`src/sdfe_pkg.sv`:
```
// Shared types, constants and field tables of the status datagram field extractor.
package sdfe_pkg;

  // Message constants
  localparam logic [31:0] MagicWord  = 32'hADBCCBDA;
  localparam logic [31:0] NullLength = 32'hFFFFFFFF;
  localparam logic [31:0] StatusType = 32'd1;

  // Parser step codes (plain state vector)
  localparam int unsigned StepW = 5;
  localparam logic [StepW-1:0] StepMagic  = 5'd0;
  localparam logic [StepW-1:0] StepType   = 5'd2;
  localparam logic [StepW-1:0] StepFreq   = 5'd5;
  localparam logic [StepW-1:0] StepDone   = 5'd22;
  localparam logic [StepW-1:0] StepFail   = 5'd23;

  // Field kinds
  localparam logic [1:0] KindFix  = 2'd0;
  localparam logic [1:0] KindLen  = 2'd1;
  localparam logic [1:0] KindBody = 2'd2;

  // Capture tags; TagNone marks a string that is walked but not emitted
  localparam logic [2:0] TagDxCall = 3'd0;
  localparam logic [2:0] TagDeCall = 3'd1;
  localparam logic [2:0] TagDeGrid = 3'd2;
  localparam logic [2:0] TagDxGrid = 3'd3;
  localparam logic [2:0] TagNone   = 3'd4;

  // Verdict codes
  localparam logic [2:0] VerdictOk        = 3'd0;
  localparam logic [2:0] VerdictBadMagic  = 3'd1;
  localparam logic [2:0] VerdictOtherType = 3'd2;
  localparam logic [2:0] VerdictZeroFreq  = 3'd3;
  localparam logic [2:0] VerdictTrunc     = 3'd4;

  // Result kinds
  localparam logic KindChar    = 1'b0;
  localparam logic KindVerdict = 1'b1;

  // Result queue depth
  localparam int unsigned FifoDepth = 4;
  localparam int unsigned PtrW      = $clog2(FifoDepth);

  typedef struct packed {
    logic        result_kind;
    logic [1:0]  field_tag;
    logic [7:0]  text_byte;
    logic        last_of_text;
    logic [31:0] frequency_hz;
    logic [2:0]  verdict;
    logic        last_result;
  } result_t;

  // Up to two results pushed for one accepted byte, in output order
  typedef struct packed {
    logic [1:0] count;
    result_t    res_a;
    result_t    res_b;
  } push_t;

  function automatic logic [1:0] step_kind_f(input logic [StepW-1:0] step);
    logic [1:0] k;
    unique case (step)
      5'd0, 5'd1, 5'd2, 5'd5, 5'd14, 5'd15:                     k = KindFix;
      5'd3, 5'd6, 5'd8, 5'd10, 5'd12, 5'd16, 5'd18, 5'd20:      k = KindLen;
      default:                                                  k = KindBody;
    endcase
    return k;
  endfunction

  // Byte count of a fixed-size field (length words are four bytes)
  function automatic logic [3:0] step_count_f(input logic [StepW-1:0] step);
    logic [3:0] c;
    unique case (step)
      5'd5, 5'd15: c = 4'd8;
      5'd14:       c = 4'd3;
      default:     c = 4'd4;
    endcase
    return c;
  endfunction

  function automatic logic [2:0] step_tag_f(input logic [StepW-1:0] step);
    logic [2:0] t;
    unique case (step)
      5'd9:    t = TagDxCall;
      5'd17:   t = TagDeCall;
      5'd19:   t = TagDeGrid;
      5'd21:   t = TagDxGrid;
      default: t = TagNone;
    endcase
    return t;
  endfunction

endpackage

```
`src/sdfe_intf.sv`:
```
// Valid/ready channel interfaces for the byte input and the result output.
interface sdfe_in_if;
  logic       valid;
  logic       ready;
  logic [7:0] packet_byte;
  logic       end_of_packet;

  modport source (output valid, output packet_byte, output end_of_packet, input ready);
  modport sink   (input valid, input packet_byte, input end_of_packet, output ready);
endinterface

interface sdfe_out_if;
  logic        valid;
  logic        ready;
  logic        result_kind;
  logic [1:0]  field_tag;
  logic [7:0]  text_byte;
  logic        last_of_text;
  logic [31:0] frequency_hz;
  logic [2:0]  verdict;
  logic        last_result;

  modport source (output valid, output result_kind, output field_tag, output text_byte,
                  output last_of_text, output frequency_hz, output verdict,
                  output last_result, input ready);
  modport sink   (input valid, input result_kind, input field_tag, input text_byte,
                  input last_of_text, input frequency_hz, input verdict,
                  input last_result, output ready);
endinterface

```
`src/sdfe_parser.sv`:
```
// Message walker: parse state registers and per-byte result generation.
module sdfe_parser
  import sdfe_pkg::*;
(
  input  logic       clk_i,
  input  logic       rst_ni,
  input  logic       fire_i,
  input  logic [7:0] packet_byte_i,
  input  logic       end_of_packet_i,
  output push_t      push_o
);

  logic [StepW-1:0] step_q, step_d;
  logic [2:0]       idx_q, idx_d;
  logic [31:0]      rem_q, rem_d;
  logic [31:0]      acc_q, acc_d;
  logic [31:0]      freq_q, freq_d;
  logic [2:0]       verd_q, verd_d;

  logic [1:0]  kind;
  logic [2:0]  tag;
  logic [31:0] word;
  logic        char_v;
  result_t     char_r;
  result_t     verd_r;

  // Walk one byte, then close the packet on its last byte
  always_comb begin
    step_d = step_q;
    idx_d  = idx_q;
    rem_d  = rem_q;
    acc_d  = acc_q;
    freq_d = freq_q;
    verd_d = verd_q;
    kind   = step_kind_f(step_q);
    tag    = step_tag_f(step_q);
    word   = {acc_q[23:0], packet_byte_i};
    char_v = 1'b0;
    char_r = '0;
    verd_r = '0;

    if (fire_i && (step_q < StepDone)) begin
      if (kind == KindBody) begin
        if (tag != TagNone) begin
          char_v              = 1'b1;
          char_r.result_kind  = KindChar;
          char_r.field_tag    = tag[1:0];
          char_r.text_byte    = packet_byte_i;
          char_r.last_of_text = (rem_q == 32'd1);
        end
        rem_d = rem_q - 32'd1;
        if (rem_d == 32'd0) begin
          step_d = step_q + 5'd1;
        end
      end else begin
        acc_d = word;
        if (({1'b0, idx_q} + 4'd1) >= step_count_f(step_q)) begin
          idx_d = 3'd0;
          if (kind == KindLen) begin
            // all-ones length is a null string, same as empty
            if ((word == NullLength) || (word == 32'd0)) begin
              step_d = step_q + 5'd2;
            end else begin
              rem_d  = word;
              step_d = step_q + 5'd1;
            end
          end else if ((step_q == StepMagic) && (word != MagicWord)) begin
            step_d = StepFail;
            verd_d = VerdictBadMagic;
          end else if ((step_q == StepType) && (word != StatusType)) begin
            step_d = StepFail;
            verd_d = VerdictOtherType;
          end else begin
            if (step_q == StepFreq) begin
              freq_d = word;
            end
            step_d = step_q + 5'd1;
          end
        end else begin
          idx_d = idx_q + 3'd1;
        end
      end
    end

    if (fire_i && end_of_packet_i) begin
      verd_r.result_kind  = KindVerdict;
      verd_r.frequency_hz = freq_d;
      verd_r.last_result  = 1'b1;
      priority if (step_d == StepFail) begin
        verd_r.verdict = verd_d;
      end else if (step_d != StepDone) begin
        verd_r.verdict = VerdictTrunc;
      end else if (freq_d == 32'd0) begin
        verd_r.verdict = VerdictZeroFreq;
      end else begin
        verd_r.verdict = VerdictOk;
      end
      step_d = '0;
      idx_d  = '0;
      rem_d  = '0;
      acc_d  = '0;
      freq_d = '0;
      verd_d = '0;
    end
  end

  // Pack the results in output order
  always_comb begin
    push_o = '0;
    if (char_v) begin
      push_o.res_a             = char_r;
      push_o.res_a.last_result = !(fire_i && end_of_packet_i);
      push_o.res_b             = verd_r;
      push_o.count             = (fire_i && end_of_packet_i) ? 2'd2 : 2'd1;
    end else if (fire_i && end_of_packet_i) begin
      push_o.res_a = verd_r;
      push_o.count = 2'd1;
    end
  end

  always_ff @(posedge clk_i or negedge rst_ni) begin
    if (!rst_ni) begin
      step_q <= '0;
      idx_q  <= '0;
      rem_q  <= '0;
      acc_q  <= '0;
      freq_q <= '0;
      verd_q <= '0;
    end else begin
      step_q <= step_d;
      idx_q  <= idx_d;
      rem_q  <= rem_d;
      acc_q  <= acc_d;
      freq_q <= freq_d;
      verd_q <= verd_d;
    end
  end

endmodule

```
`src/sdfe_result_fifo.sv`:
```
// Small result queue: takes up to two results per cycle, gives one.
module sdfe_result_fifo
  import sdfe_pkg::*;
(
  input  logic    clk_i,
  input  logic    rst_ni,
  input  push_t   push_i,
  output logic    room_o,
  output logic    valid_o,
  input  logic    ready_i,
  output result_t head_o
);

  result_t       mem_q [FifoDepth];
  logic [PtrW-1:0] wr_ptr_q, wr_ptr_d;
  logic [PtrW-1:0] rd_ptr_q, rd_ptr_d;
  logic [PtrW:0]   cnt_q, cnt_d;
  logic            pop;
  logic [PtrW-1:0] wr_ptr_nxt;

  assign valid_o    = (cnt_q != '0);
  assign head_o     = mem_q[rd_ptr_q];
  assign pop        = valid_o && ready_i;
  // room for a character and a verdict from the next byte
  assign room_o     = (cnt_q <= (PtrW+1)'(FifoDepth - 2));
  assign wr_ptr_nxt = wr_ptr_q + PtrW'(1);

  always_comb begin
    wr_ptr_d = wr_ptr_q + PtrW'(push_i.count);
    rd_ptr_d = rd_ptr_q + PtrW'(pop);
    cnt_d    = cnt_q + (PtrW+1)'(push_i.count) - (PtrW+1)'(pop);
  end

  // Payload storage, no reset
  always_ff @(posedge clk_i) begin
    if (push_i.count != 2'd0) begin
      mem_q[wr_ptr_q] <= push_i.res_a;
    end
    if (push_i.count == 2'd2) begin
      mem_q[wr_ptr_nxt] <= push_i.res_b;
    end
  end

  always_ff @(posedge clk_i or negedge rst_ni) begin
    if (!rst_ni) begin
      wr_ptr_q <= '0;
      rd_ptr_q <= '0;
      cnt_q    <= '0;
    end else begin
      wr_ptr_q <= wr_ptr_d;
      rd_ptr_q <= rd_ptr_d;
      cnt_q    <= cnt_d;
    end
  end

endmodule

```
`src/status_datagram_field_extractor.sv`:
```
// Top level of the status datagram field extractor.
//
// Input channel in_i takes one datagram byte per request, with end_of_packet
// set on the final byte. The block walks the big-endian status message and
// sends on out_o one request for each character of the DX call, DE call,
// DE grid and DX grid strings, and one verdict request at the end of every
// packet; last_result marks the last request caused by an input byte.
// Each result is registered in the result queue before it appears on out_o.
// Throughput: one byte per cycle while each byte gives at most one result
// and out_o.ready is high; a final byte that also emits a character gives
// two results, which leave the four-entry result queue one per cycle.
// in_i.ready is high while the queue has room for two results, so a stalled
// receiver stops input once three are queued; nothing is lost or repeated.
// Reset clears the parser to expect a magic word and empties the queue.
module status_datagram_field_extractor
  import sdfe_pkg::*;
(
  input  logic       clk_i,
  input  logic       rst_ni,
  sdfe_in_if.sink    in_i,
  sdfe_out_if.source out_o
);

  logic    fire;
  logic    room;
  push_t   push;
  result_t head;

  assign in_i.ready = room;
  assign fire       = in_i.valid && room;

  sdfe_parser u_parser (
    .clk_i           (clk_i),
    .rst_ni          (rst_ni),
    .fire_i          (fire),
    .packet_byte_i   (in_i.packet_byte),
    .end_of_packet_i (in_i.end_of_packet),
    .push_o          (push)
  );

  sdfe_result_fifo u_fifo (
    .clk_i   (clk_i),
    .rst_ni  (rst_ni),
    .push_i  (push),
    .room_o  (room),
    .valid_o (out_o.valid),
    .ready_i (out_o.ready),
    .head_o  (head)
  );

  // Result fields onto the output channel
  assign out_o.result_kind  = head.result_kind;
  assign out_o.field_tag    = head.field_tag;
  assign out_o.text_byte    = head.text_byte;
  assign out_o.last_of_text = head.last_of_text;
  assign out_o.frequency_hz = head.frequency_hz;
  assign out_o.verdict      = head.verdict;
  assign out_o.last_result  = head.last_result;

endmodule
```
`src/flat_wrapper.sv`:
```
// flat-port wrapper written by rule: the top's interface ports become plain ports
module status_datagram_field_extractor_flat import sdfe_pkg::*;
  (clk_i, rst_ni, in_i_valid, in_i_packet_byte, in_i_end_of_packet, in_i_ready, out_o_valid, out_o_result_kind, out_o_field_tag, out_o_text_byte, out_o_last_of_text, out_o_frequency_hz, out_o_verdict, out_o_last_result, out_o_ready);
  sdfe_in_if in_i_i ();
  sdfe_out_if out_o_i ();
  input  logic clk_i;
  input  logic rst_ni;
  input wire logic [$bits(in_i_i.valid)-1:0] in_i_valid;
  input wire logic [$bits(in_i_i.packet_byte)-1:0] in_i_packet_byte;
  input wire logic [$bits(in_i_i.end_of_packet)-1:0] in_i_end_of_packet;
  output wire logic [$bits(in_i_i.ready)-1:0] in_i_ready;
  output wire logic [$bits(out_o_i.valid)-1:0] out_o_valid;
  output wire logic [$bits(out_o_i.result_kind)-1:0] out_o_result_kind;
  output wire logic [$bits(out_o_i.field_tag)-1:0] out_o_field_tag;
  output wire logic [$bits(out_o_i.text_byte)-1:0] out_o_text_byte;
  output wire logic [$bits(out_o_i.last_of_text)-1:0] out_o_last_of_text;
  output wire logic [$bits(out_o_i.frequency_hz)-1:0] out_o_frequency_hz;
  output wire logic [$bits(out_o_i.verdict)-1:0] out_o_verdict;
  output wire logic [$bits(out_o_i.last_result)-1:0] out_o_last_result;
  input wire logic [$bits(out_o_i.ready)-1:0] out_o_ready;
  assign in_i_i.valid = in_i_valid;
  assign in_i_i.packet_byte = in_i_packet_byte;
  assign in_i_i.end_of_packet = in_i_end_of_packet;
  assign in_i_ready = in_i_i.ready;
  assign out_o_valid = out_o_i.valid;
  assign out_o_result_kind = out_o_i.result_kind;
  assign out_o_field_tag = out_o_i.field_tag;
  assign out_o_text_byte = out_o_i.text_byte;
  assign out_o_last_of_text = out_o_i.last_of_text;
  assign out_o_frequency_hz = out_o_i.frequency_hz;
  assign out_o_verdict = out_o_i.verdict;
  assign out_o_last_result = out_o_i.last_result;
  assign out_o_i.ready = out_o_ready;
  status_datagram_field_extractor u_core (.clk_i(clk_i), .rst_ni(rst_ni), .in_i(in_i_i), .out_o(out_o_i));
endmodule
```
`config.mk`:
```
export PLATFORM = sky130hd
export DESIGN_NAME = status_datagram_field_extractor_flat
export DESIGN_NICKNAME = d
export VERILOG_FILES = /design/src/sdfe_pkg.sv /design/src/sdfe_intf.sv /design/src/sdfe_parser.sv /design/src/sdfe_result_fifo.sv /design/src/status_datagram_field_extractor.sv /design/src/flat_wrapper.sv
export SDC_FILE = /design/constraint.sdc
export NUM_CORES = 1
export LEC_CHECK = 0
export ABC_CLOCK_PERIOD_IN_PS = 10010
export BUFFER_PORTS_ARGS = -buffer_cell sky130_fd_sc_hd__buf_4
export CORE_MARGIN = 4
export CORE_UTILIZATION = 35
export DETAILED_ROUTE_END_ITERATION = 16
export GPL_TIMING_DRIVEN = 1
export MAX_ROUTING_LAYER = met4
export PLACE_DENSITY_LB_ADDON = 0.08
export SLEW_MARGIN = 20
export SYNTH_ARGS = -nofsm -noshare
export SYNTH_HDL_FRONTEND = slang
export SYNTH_SLANG_ARGS = --single-unit
```
`constraint.sdc`:
```
create_clock -name clk_i -period 10.01 [get_ports clk_i]
set_clock_uncertainty 0.1 [all_clocks]
set_input_delay 0.5005 -clock clk_i [delete_from_list [all_inputs] [get_ports clk_i]]
set_output_delay 0.5005 -clock clk_i [all_outputs]
set_load 0.02 [all_outputs]
```
==> reports/metrics.cfg <==
[status]
outcome = finished clean

[place]
place_ws_ps = 4790
gp_congestion = 0.915
io_buffers = 62
dp.final_hpwl_um = 28200
place_inst = 1806

[timing]
fmax_mhz = 189
worst_slew_pin_slew_ps = 1090
fin_setup_tns_ps = 0
period_share_pct = 53.0
maxSlewHeadroom_pct = 27.0
rsz0062_at_grt = false
slew_violations = 0
setup_viol = 0
setup_slack_ps = 4710
min_period_ps = 5300
hold_viol = 0

[run]
cap_violations = 0

[critical_path]
path_buf_inv = 6
r2r-end = u_core.u_fifo.mem_q[2][32]$_DFFE_PP_
path_cells = inv_1 > ha_1 > inv_1 > a21oi_1 > o21ai_0 > nor2b_1 > ha_1 > buf_4 > nand2_1 > a21oi_1 > ha_1 > inv_1 > or3_1 > o21a_1 > clkinv_1 > buf_4
reg2reg_from = u_core.u_parser.step_q[0]$_DFF_PN0_
required_ps = 10080
rr_worst_depth = 16
endpoint_kind = flop
start_kind = flop
reg2reg_slack_ps = 4710
critPathMaxFanout = 49
crit_slowest_cell = dfrtp_1
max_stage_delay_ps = 550
critical_path_class = flop to flop
cp_data_arrival_time_ps = 5370
crit_family = buffers and inverters

[yosys]
synthTopCellsByArea = edfxtp_1, dfrtp_1, mux4_2
avgSynthCellArea_um2 = 11.3
yosysUniqueCellTypes = 74
synthFlopType = edfxtp_1
ys_ff_latch = 298
synth-edff-count = 148
synth_top_area_share_pct = 30.5
yosys_warnings = 0
yosysMostFrequentCell = nor2_1
netlist_top_cells_count = nor2_1, edfxtp_1, dfrtp_1
syn-cell-area_um2 = 14600
synthArstFlopShare_pct = 35.6
syn_nets = 1326
yosysTopAreaCell = edfxtp_1
seq_area_frac_synth_pct = 54.7
synthCells = 1289

[finish]
register_area_um2 = 7980
n_antenna_cell = 0
multi_input_area_um2 = 6130
synthToLayoutAreaGrowth_pct = 14.6
fillCellCount = 3910
drive_gt1_share_pct = 15.6
nets = 1350
layoutNonFillerInstCount = 1873

[drt]
wl_um = 43700
ant_nets = 0
routedWlPerCell_um = 23.4
drt_iter0_markers = 857
drtPass1Iterations = 5
vias = 10600
vias_per_cell = 5.66
route.detailed.drc = 0

[cts]
cts_tree = yes
cts.clk_slew.worst_paths_ps = 60
htreeDepth = 2
cts.sinks = 298
ctsResizeCount = 0
root_buffer = clkbuf_16
hold_buffers = 1
cts_setup_buffers = 0
clk_latency_ps = 550
numCtsBuffers = 36
clock_path_buffers = 3

[floorplan]
rows = 74
start_util_pct = 35.5
die_area_um2 = 45000
fp.dieH_um = 212
die_w_um = 212
io_pins = 63
core_um2 = 41000

[power_and_ir_drop]
pwr-share-comb_pct = 34.8
seqPwrFrac_pct = 37.1
power.share.clock_pct = 28.1
ir_drop_uv = 162
power_switching_uw = 1840
p_int_uw = 2900
p_per_area_nw_per_um2 = 284
p_sw_share_pct = 38.9
p_leak_uw = 0.00613

[grt]
grt_max_degree = 69
overflow = 0
grt_pass1_wl_um = 67100
track_usage_pct = 20.0
grt_pass1_vias = 10600
antenna_found_initial = 1

[hold_path]
hold_path_class = primary input to flop
min-delay-start = in_i_packet_byte[2]
min_path_cells = 2
min_delay_worst_endpoint = u_core.u_fifo.mem_q[0][39]$_SDFFE_PP0P_

==> cells by family after synthesis <==
group / Yosys count / share of synthesized area (%)
simple gates: 483 / 16.5
xor+xnor: 13 / 0.781
fa+ha+maj: 24 / 2.11
mux: 82 / 9.76
buf+inv: 126 / 3.34
compound gates: 263 / 12.8
flops: 298 / 54.7
==> metrics by stage <==
stage	util, %	instance area, um2	hold slack [ps]	total power (uW)
2_1_floorplan	-	14600	105	2840
3_3_place_gp	37.8	15500	331	3450
3_5_place_dp	37.8	15500	347	3450
4_1_cts	40.8	16700	211	4800
5_1_grt	40.8	16700	224	5010
6_report	40.8	16700	231	4740
==> routing by layer <==
metal	GRT usage, %	vias up	share of wire, %
li1	-	4914	-
met1	28.5	5346	48
met2	29.7	266	45
met3	3.23	67	4.5
met4	5.61	0	2.5
met5	-	-	0
==> worst max-delay path by stage <==
stage | cells after the start | endpoint | slack, ps | from
after CTS | 16 | u_core.u_fifo.mem_q[2][32]$_DFFE_PP_ | 4780 | u_core.u_parser.step_q[0]$_DFF_PN0_
after global placement | 16 | u_core.u_fifo.mem_q[2][21]$_DFFE_PP_ | 4910 | u_core.u_parser.step_q[0]$_DFF_PN0_
final | 16 | u_core.u_fifo.mem_q[2][32]$_DFFE_PP_ | 4710 | u_core.u_parser.step_q[0]$_DFF_PN0_
after global routing | 17 | u_core.u_fifo.mem_q[1][32]$_DFFE_PP_ | 4340 | u_core.u_parser.step_q[0]$_DFF_PN0_
after floorplan | 18 | u_core.u_fifo.mem_q[2][0]$_DFFE_PP_ | 5690 | u_core.u_parser.step_q[2]$_DFF_PN0_
after detailed placement | 16 | u_core.u_fifo.mem_q[2][21]$_DFFE_PP_ | 4790 | u_core.u_parser.step_q[0]$_DFF_PN0_
==> cell type report <==
type,instances,area share (%)
inverters,31,0.696
multi-input cells,865,36.7
well taps,532,3.98
clock buffers,54,6.67
clock inverters,12,0.576
repair buffers,81,3.65
flip-flops and latches,298,47.8
==> cell usage in the layout, fill, tap and decap left out, types with 27 or more instances in the layout <==
master       n
nand2_1     61
o21ai_0     51
mux4_2      48
nor2_1     214
buf_4       80
a21oi_1     45
clkbuf_16   41
a22o_1      60
dfrtp_1    104
dfxtp_1     44
edfxtp_1   148
inv_1       27
mux2i_1     32
nor4_1      30
==> sequential cells by signal (all words and copies together), names as in the netlist <==
register / flops
u_core.u_fifo.cnt_q: 3
u_core.u_fifo.mem_q: 192
u_core.u_fifo.rd_ptr_q: 2
u_core.u_fifo.wr_ptr_q: 2
u_core.u_parser.acc_q: 24
u_core.u_parser.freq_q: 32
u_core.u_parser.idx_q: 3
u_core.u_parser.rem_q: 32
u_core.u_parser.step_q: 5
u_core.u_parser.verd_q: 3
==> power groups by stage <==
stage	registers [uW]	logic, uW	clock network, uW
floorplan	1580	1270	0
global placement	1780	1670	0
detailed placement	1780	1660	0
CTS	1760	1670	1370
global route	1790	1810	1420
finish	1760	1650	1330
Power figures use the tool's default switching activity.
